## src/lmss_pkg.sv

```systemverilog
// Shared constants, types and reset values for the LED matrix scroll scanner.
`default_nettype none

package lmss_pkg;

   localparam int MATRIX_SIZE     = 8;
   localparam int FRAMES_PER_STEP = 2;
   localparam int FIRST_DWELL     = 3;

   localparam int PIXEL_W  = 8;
   localparam int COL_W    = 3;
   localparam int DWELL_W  = 2;
   localparam int OFFSET_W = 4;
   localparam int INDEX_W  = 4;

   localparam logic [COL_W-1:0]           LAST_COLUMN = COL_W'(MATRIX_SIZE - 1);
   localparam logic signed [OFFSET_W-1:0] MAX_OFFSET  = OFFSET_W'(MATRIX_SIZE - 1);
   localparam logic signed [OFFSET_W-1:0] MIN_OFFSET  = OFFSET_W'(-(MATRIX_SIZE - 1));
   localparam logic [DWELL_W-1:0]         DWELL_RELOAD = DWELL_W'(FRAMES_PER_STEP);
   localparam logic [DWELL_W-1:0]         DWELL_START  = DWELL_W'(FIRST_DWELL);

   typedef logic [MATRIX_SIZE-1:0][PIXEL_W-1:0] pattern_array_type;

   localparam pattern_array_type PATTERN_RESET = {
      8'h66, 8'h66, 8'h66, 8'h7E, 8'h66, 8'h66, 8'h3C, 8'h18
   };

   typedef struct packed {
      logic [PIXEL_W-1:0]           row_drive_n;
      logic [MATRIX_SIZE-1:0]       column_enable_n;
      logic [COL_W-1:0]             active_column;
      logic signed [OFFSET_W-1:0]   current_offset;
   } result_type;

endpackage

`default_nettype wire

```

## src/lmss_csr.sv

```systemverilog
// Column pattern registers written through the configuration port.
`default_nettype none

module lmss_csr
   import lmss_pkg::*;
(
   input  wire logic                 clock,
   input  wire logic                 reset,
   input  wire logic                 csr_write_enable,
   input  wire logic [INDEX_W-1:0]   csr_index,
   input  wire logic [PIXEL_W-1:0]   csr_write_data,
   output pattern_array_type         patterns
);

   pattern_array_type pattern_ff;
   pattern_array_type pattern_in;

   always_comb begin
      pattern_in = pattern_ff;
      if (csr_write_enable && (int'(csr_index) < MATRIX_SIZE)) begin
         pattern_in[csr_index[COL_W-1:0]] = csr_write_data;
      end
   end

   always_ff @(posedge clock) begin
      if (reset) begin
         pattern_ff <= PATTERN_RESET;
      end else begin
         pattern_ff <= pattern_in;
      end
   end

   assign patterns = pattern_ff;

endmodule

`default_nettype wire

```

## src/lmss_core.sv

```systemverilog
// Column, dwell and scroll counters with the shifted row pattern for each tick.
`default_nettype none

module lmss_core
   import lmss_pkg::*;
(
   input  wire logic              clock,
   input  wire logic              reset,
   input  wire logic              accept,
   input  wire logic              scan_tick,
   input  pattern_array_type      patterns,
   output result_type             result
);

   logic [COL_W-1:0]             column_ff, column_in;
   logic [DWELL_W-1:0]           dwell_ff, dwell_in;
   logic signed [OFFSET_W-1:0]   offset_ff, offset_in;
   logic [PIXEL_W-1:0]           pattern;
   logic [PIXEL_W-1:0]           shown;
   logic [COL_W-1:0]             magnitude;

   always_comb begin
      column_in = column_ff;
      dwell_in  = dwell_ff;
      offset_in = offset_ff;
      if (accept && scan_tick) begin
         column_in = (column_ff == LAST_COLUMN) ? '0 : column_ff + COL_W'(1);
         if (column_in == '0) begin
            dwell_in = dwell_ff - DWELL_W'(1);
         end
         if (dwell_in == '0) begin
            dwell_in  = DWELL_RELOAD;
            offset_in = (offset_ff == MAX_OFFSET) ? MIN_OFFSET
                                                  : offset_ff + OFFSET_W'(1);
         end
      end
   end

   always_ff @(posedge clock) begin
      if (reset) begin
         column_ff <= '0;
         dwell_ff  <= DWELL_START;
         offset_ff <= '0;
      end else begin
         column_ff <= column_in;
         dwell_ff  <= dwell_in;
         offset_ff <= offset_in;
      end
   end

   assign pattern   = patterns[column_in];
   assign magnitude = offset_in[OFFSET_W-1] ? COL_W'(-offset_in) : COL_W'(offset_in);

   always_comb begin
      if (offset_in[OFFSET_W-1]) begin
         shown = pattern << magnitude;
      end else begin
         shown = pattern >> magnitude;
      end
   end

   always_comb begin
      result.row_drive_n     = ~shown;
      result.column_enable_n = ~(MATRIX_SIZE'(1) << column_in);
      result.active_column   = column_in;
      result.current_offset  = offset_in;
   end

endmodule

`default_nettype wire

```

## src/lmss_out_buf.sv

```systemverilog
// Output register with skid stage for the result channel.
`default_nettype none

module lmss_out_buf
   import lmss_pkg::*;
(
   input  wire logic   clock,
   input  wire logic   reset,
   input  wire logic   push,
   input  result_type  push_data,
   output logic        push_stall,
   output logic        out_valid,
   input  wire logic   out_stall,
   output result_type  out_data
);

   logic       out_valid_ff, out_valid_in;
   logic       skid_valid_ff, skid_valid_in;
   result_type out_data_ff, out_data_in;
   result_type skid_data_ff, skid_data_in;
   logic       take;

   assign take = out_valid_ff && !out_stall;

   always_comb begin
      out_valid_in  = out_valid_ff;
      out_data_in   = out_data_ff;
      skid_valid_in = skid_valid_ff;
      skid_data_in  = skid_data_ff;
      if (take || !out_valid_ff) begin
         out_valid_in  = skid_valid_ff || push;
         out_data_in   = skid_valid_ff ? skid_data_ff : push_data;
         skid_valid_in = 1'b0;
      end else if (push) begin
         skid_valid_in = 1'b1;
         skid_data_in  = push_data;
      end
   end

   always_ff @(posedge clock) begin
      if (reset) begin
         out_valid_ff  <= 1'b0;
         skid_valid_ff <= 1'b0;
      end else begin
         out_valid_ff  <= out_valid_in;
         skid_valid_ff <= skid_valid_in;
      end
   end

   always_ff @(posedge clock) begin
      out_data_ff  <= out_data_in;
      skid_data_ff <= skid_data_in;
   end

   assign push_stall = skid_valid_ff;
   assign out_valid  = out_valid_ff;
   assign out_data   = out_data_ff;

endmodule

`default_nettype wire

```

## src/led_matrix_scroll_scanner.sv

```systemverilog
// Top level of the scrolling 8x8 LED matrix column scanner.
//
//   channel  direction  handshake            payload
//   req      in         req_valid/req_stall  req_scan_tick
//   rsp      out        rsp_valid/rsp_stall  rsp_row_drive_n, rsp_column_enable_n,
//                                            rsp_active_column, rsp_current_offset
//   csr      in         csr_write_enable     csr_index, csr_write_data
//
// One transaction per cycle while req_stall is low; its result is formed by the
// counter and shift stage and registered in the output register or skid stage.
// Reset zeroes the column and scroll counters, presets dwell, restores the default
// patterns and empties the output. A stalled result is held; one more transaction
// is taken into the skid stage, then req_stall rises until the output drains.
`default_nettype none

module led_matrix_scroll_scanner
   import lmss_pkg::*;
(
   input  wire logic                        clock,
   input  wire logic                        reset,
   input  wire logic                        req_valid,
   output logic                             req_stall,
   input  wire logic                        req_scan_tick,
   output logic                             rsp_valid,
   input  wire logic                        rsp_stall,
   output logic [PIXEL_W-1:0]               rsp_row_drive_n,
   output logic [MATRIX_SIZE-1:0]           rsp_column_enable_n,
   output logic [COL_W-1:0]                 rsp_active_column,
   output logic signed [OFFSET_W-1:0]       rsp_current_offset,
   input  wire logic                        csr_write_enable,
   input  wire logic [INDEX_W-1:0]          csr_index,
   input  wire logic [PIXEL_W-1:0]          csr_write_data
);

   pattern_array_type patterns;
   result_type        result;
   result_type        rsp_data;
   logic              accept;

   assign accept = req_valid && !req_stall;

   lmss_csr u_csr (
      .clock            (clock),
      .reset            (reset),
      .csr_write_enable (csr_write_enable),
      .csr_index        (csr_index),
      .csr_write_data   (csr_write_data),
      .patterns         (patterns)
   );

   lmss_core u_core (
      .clock     (clock),
      .reset     (reset),
      .accept    (accept),
      .scan_tick (req_scan_tick),
      .patterns  (patterns),
      .result    (result)
   );

   lmss_out_buf u_out_buf (
      .clock      (clock),
      .reset      (reset),
      .push       (accept),
      .push_data  (result),
      .push_stall (req_stall),
      .out_valid  (rsp_valid),
      .out_stall  (rsp_stall),
      .out_data   (rsp_data)
   );

   assign rsp_row_drive_n     = rsp_data.row_drive_n;
   assign rsp_column_enable_n = rsp_data.column_enable_n;
   assign rsp_active_column   = rsp_data.active_column;
   assign rsp_current_offset  = rsp_data.current_offset;

`ifndef ASSERT_OFF
   a_stall_needs_output: assert property (@(posedge clock) disable iff (reset)
      req_stall |-> rsp_valid)
      else $error("skid stage full while output register empty");

   a_accept_gives_output: assert property (@(posedge clock) disable iff (reset)
      accept |=> rsp_valid)
      else $error("accepted transaction produced no result");

   a_enable_one_hot: assert property (@(posedge clock) disable iff (reset)
      rsp_valid |-> $onehot(~rsp_column_enable_n))
      else $error("column enables not one-hot active low");

   a_enable_matches_column: assert property (@(posedge clock) disable iff (reset)
      rsp_valid |-> !rsp_column_enable_n[rsp_active_column])
      else $error("enabled column differs from active column");

   a_offset_in_range: assert property (@(posedge clock) disable iff (reset)
      rsp_valid |-> (rsp_current_offset != 4'sb1000))
      else $error("scroll offset out of range");
`endif

endmodule

`default_nettype wire

```

## config.mk

```make
export PLATFORM = sky130hd
export DESIGN_NAME = led_matrix_scroll_scanner
export DESIGN_NICKNAME = d
export VERILOG_FILES = /design/src/lmss_pkg.sv /design/src/lmss_csr.sv /design/src/lmss_core.sv /design/src/lmss_out_buf.sv /design/src/led_matrix_scroll_scanner.sv
export SDC_FILE = /design/constraint.sdc
export NUM_CORES = 1
export LEC_CHECK = 0
export ABC_AREA = 1
export ABC_CLOCK_PERIOD_IN_PS = 5200
export BUFFER_PORTS_ARGS = -buffer_cell sky130_fd_sc_hd__buf_2
export CAP_MARGIN = 20
export CORE_ASPECT_RATIO = 0.5
export CORE_UTILIZATION = 50
export DETAILED_ROUTE_END_ITERATION = 8
export HOLD_SLACK_MARGIN = 0.08
export PLACE_DENSITY = 0.68
export SYNTH_ARGS = -nofsm -noshare
export SYNTH_HDL_FRONTEND = slang
export SYNTH_HIERARCHICAL = 1
export SYNTH_SLANG_ARGS = --single-unit
```

## constraint.sdc

```tcl
create_clock -name clock -period 5.2 [get_ports clock]
set_input_delay 1.04 -clock clock [delete_from_list [all_inputs] [get_ports clock]]
set_output_delay 1.04 -clock clock [all_outputs]
set_load 0.005 [all_outputs]
```

==> metrics.txt <==
status=finished, final reports clean; remaining antenna violation count=0; Max Cap Violations=0; Crit Path Class=in -> reg; postcts setup bufs=0; Total GRT Usage=24.92%; Yosys reg bits=121; FF-to-FF setup slack=approximately 1.6 ns; Worst Tran Pin Value=a little over 0.7 ns; yosys warns=6; final setup TNS=0 ns; Worst-Skew Late Latency=0.41 ns; HPWL after DPL=10.44 mm; cell taking the most area after synthesis=dfxtp_1; Worst Hold Depth=2; register area share after synthesis=45.87%; hold_sp=u_csr/patterns[3]; vias in the first global route=4787; Pwr Density=337.2 nW/um2; die width=approximately 160 um; Root Driver=clkbuf_16; PortBufs=42; HP Class=reg -> reg; Vias=about 5600; total die area=13050 um2; routed len/inst=14.17 um; R2R cell count=18; fraction of layout cells with a size suffix above 1=11.85%; initial core utilization=52.30%; CP max FO=14; fmax=~270 MHz; largest net degree at the start of global routing=65; post-synthesis simple-gate area fraction=38.54%; Synth Flop Type=dfxtp_1; first-pass GRT wire length=24.89 mm; RR Startpoint=u_out_buf/push_stall; required time worst endpoint=5.34 ns; Slew HR=51.95%; Antenna diodes=0; die height=81.28 um; Gate Count Post-Synth=892; Finish-stage setup viols=0; adder and majority cell fraction of the synthesized area=less than 1%; post-synthesis cell type count=27; H-tree Lvls=4; Mapped Nets=914; starting DRC count in detailed routing=516; initial antenna violation count=0; top cells by count, synth=nand2_1, nand3_1, inv_1, nor2_1, dfxtp_1; Placed Instance Area=6506 um2; Worst-path clk slew=0.06 ns; hold worst-path end=u_csr/patterns[3]; Final period util=70.79%; fin area=7092 um2; clk_skew=around 0.012 ns; CP Launch Type=input pin; post-cts sizing count=0; Slew Viols, Final=0; Clock Sinks=121; Final nets=946; CP Capture Type=flip-flop; Worst R2R End=u_out_buf/out_data[20]; IO Count=43; Std-Cell Rows=28; Num CTS Buffers=17; CORE AREA=12020 um2; synth top area cells=dfxtp_1, edfxtp_1, nand2_1; RSZ-0062 raised after global routing=false; min Tclk post-route=3.681 ns; Fin. Hold Viols=0; Post-Route WL=around 16 mm; CP Data Arrival Time=3.82 ns; global route total overflow=0; post-synthesis async set-or-reset flop share=0%; area grow syn2layout=12.84%; hold buffers post-CTS=0; routability cong.=slightly above 0.9; mux share of post-synthesis cell area=0%; most frequent cell after synthesis=nand2_1; CTS tree=done; EDFF count, synth=46; Max VDD drop=roughly 190 uV; DR vias/cell=5.099; Residual DRC=0; post-synthesis compound-gate area fraction=4.101%; Mapped Area=6285 um2; Synth top area share=a little under a quarter; post-synthesis xor/xnor area fraction=0%; main combinational cell family by area after synthesis=simple AND/OR/NAND/NOR gates; mean post-synth cell area=7.046 um2; Pleak=0.003486 uW; First-pass DRT Iterations=7; clock tree buffer depth=2
## placed cells by master (no fill, tap or decap), types with 3 or more instances in the layout
cell	synthesis	layout
nand2_1	312	312
inv_2	9	9
nand2_2	7	7
a21oi_1	5	5
nor2_4	3	3
clkinv_1	0	3
inv_1	106	106
buf_4	11	4
buf_2	8	42
nor2_1	97	96
o21ai_1	14	14
nand2_4	5	5
o21ai_0	23	23
dfxtp_1	75	75
edfxtp_1	46	46
nand3b_1	10	10
nor2_2	5	6
nand3_1	126	126
clkinvlp_4	0	6
ha_1	4	4
clkbuf_16	0	17
o21ai_2	3	3
## metal layers
metal	up-vias	GRT usage [%]	part of all wire, %
li1	2857	-	-
met1	2533	35.49	49
met2	214	38.74	43
met3	15	5.465	7.6
met4	0	5.429	0.77
met5	-	0	0
## stage by stage
| stage | utilization (%) | hold slack (ns) | total power (uW) | std cells | setup slack (ns) |
|---|---|---|---|---|---|
| finish | 59.02 | 0.4499 | 2391 | 1102 | 1.519 |
| global route | 59.02 | 0.4718 | 2491 | 1102 | 1.125 |
| CTS | 58.62 | 0.4506 | 2399 | 1100 | 1.517 |
| detailed placement | 54.14 | 0.4365 | 1320 | 1068 | 1.090 |
| global placement | 54.14 | 0.4289 | 1316 | 1068 | 1.297 |
| floorplan | - | 0.4200 | 1241 | 892 | 1.952 |
## state kept, by name, summed over array words and instances (netlist names)
name / count
u_core/dwell_ff: 2
u_core/column_ff: 3
u_out_buf/out_valid: 1
u_out_buf/out_data: 23
u_out_buf/skid_data_ff: 23
u_csr/patterns: 64
u_core/offset_ff: 4
u_out_buf/push_stall: 1
## critical path: stages
cell     delay [ns]
buf_2          0.08
inv_1          0.06
nor2_2         0.19
nand2_4        0.15
nor2_4         0.16
nand2_4        0.09
o21ai_2        0.43
inv_2          0.22
ha_1           0.33
nand2_1        0.08
nand2_2        0.17
inv_2          0.24
nand3_1        0.14
nand2_1        0.08
nand2_1        0.05
nor2_1         0.11
nor2_1         0.06
inv_1          0.05
o21ai_0        0.08
## power by group
group | switching (uW) | internal [uW] | total (uW)
sequential | 13.8 | 1030 | 1040
clock | 434 | 650 | 1080
combinational | 182 | 83.3 | 266
## cell type report
cell class / count / area [um2]
well taps: 165 / 206.4
clock inverters: 13 / 105.1
flip-flops and latches: 121 / 2883
fillers: 1136 / 4925
repair buffers: 48 / 287.8
multi-input cells: 619 / 2733
inverters: 117 / 444.2
clock buffers: 19 / 432.9
## worst max path at each step
stage | cells past startpoint | endpoint | slack, ns | from
2_1_floorplan | 20 | u_out_buf/out_data[19] | 1.95 | req_valid
3_3_place_gp | 19 | u_out_buf/out_data[19] | 1.30 | req_valid
3_5_place_dp | 19 | u_out_buf/out_data[20] | 1.09 | req_valid
4_1_cts | 19 | u_out_buf/out_data[20] | 1.52 | req_valid
5_1_grt | 19 | u_out_buf/out_data[20] | 1.12 | req_valid
6_report | 19 | u_out_buf/out_data[20] | 1.52 | req_valid
## logic make-up (layout without fill, tap and decap cells)
kind of cell	count (synthesis)	after routing
buffers and inverters	152	197
flip-flops	121	121
adder cells (fa/ha/maj)	4	4
AO/OA/AOI/OAI	48	48
AND/OR/NAND/NOR	567	567
Note: power is estimated with default switching activity, not from simulation.
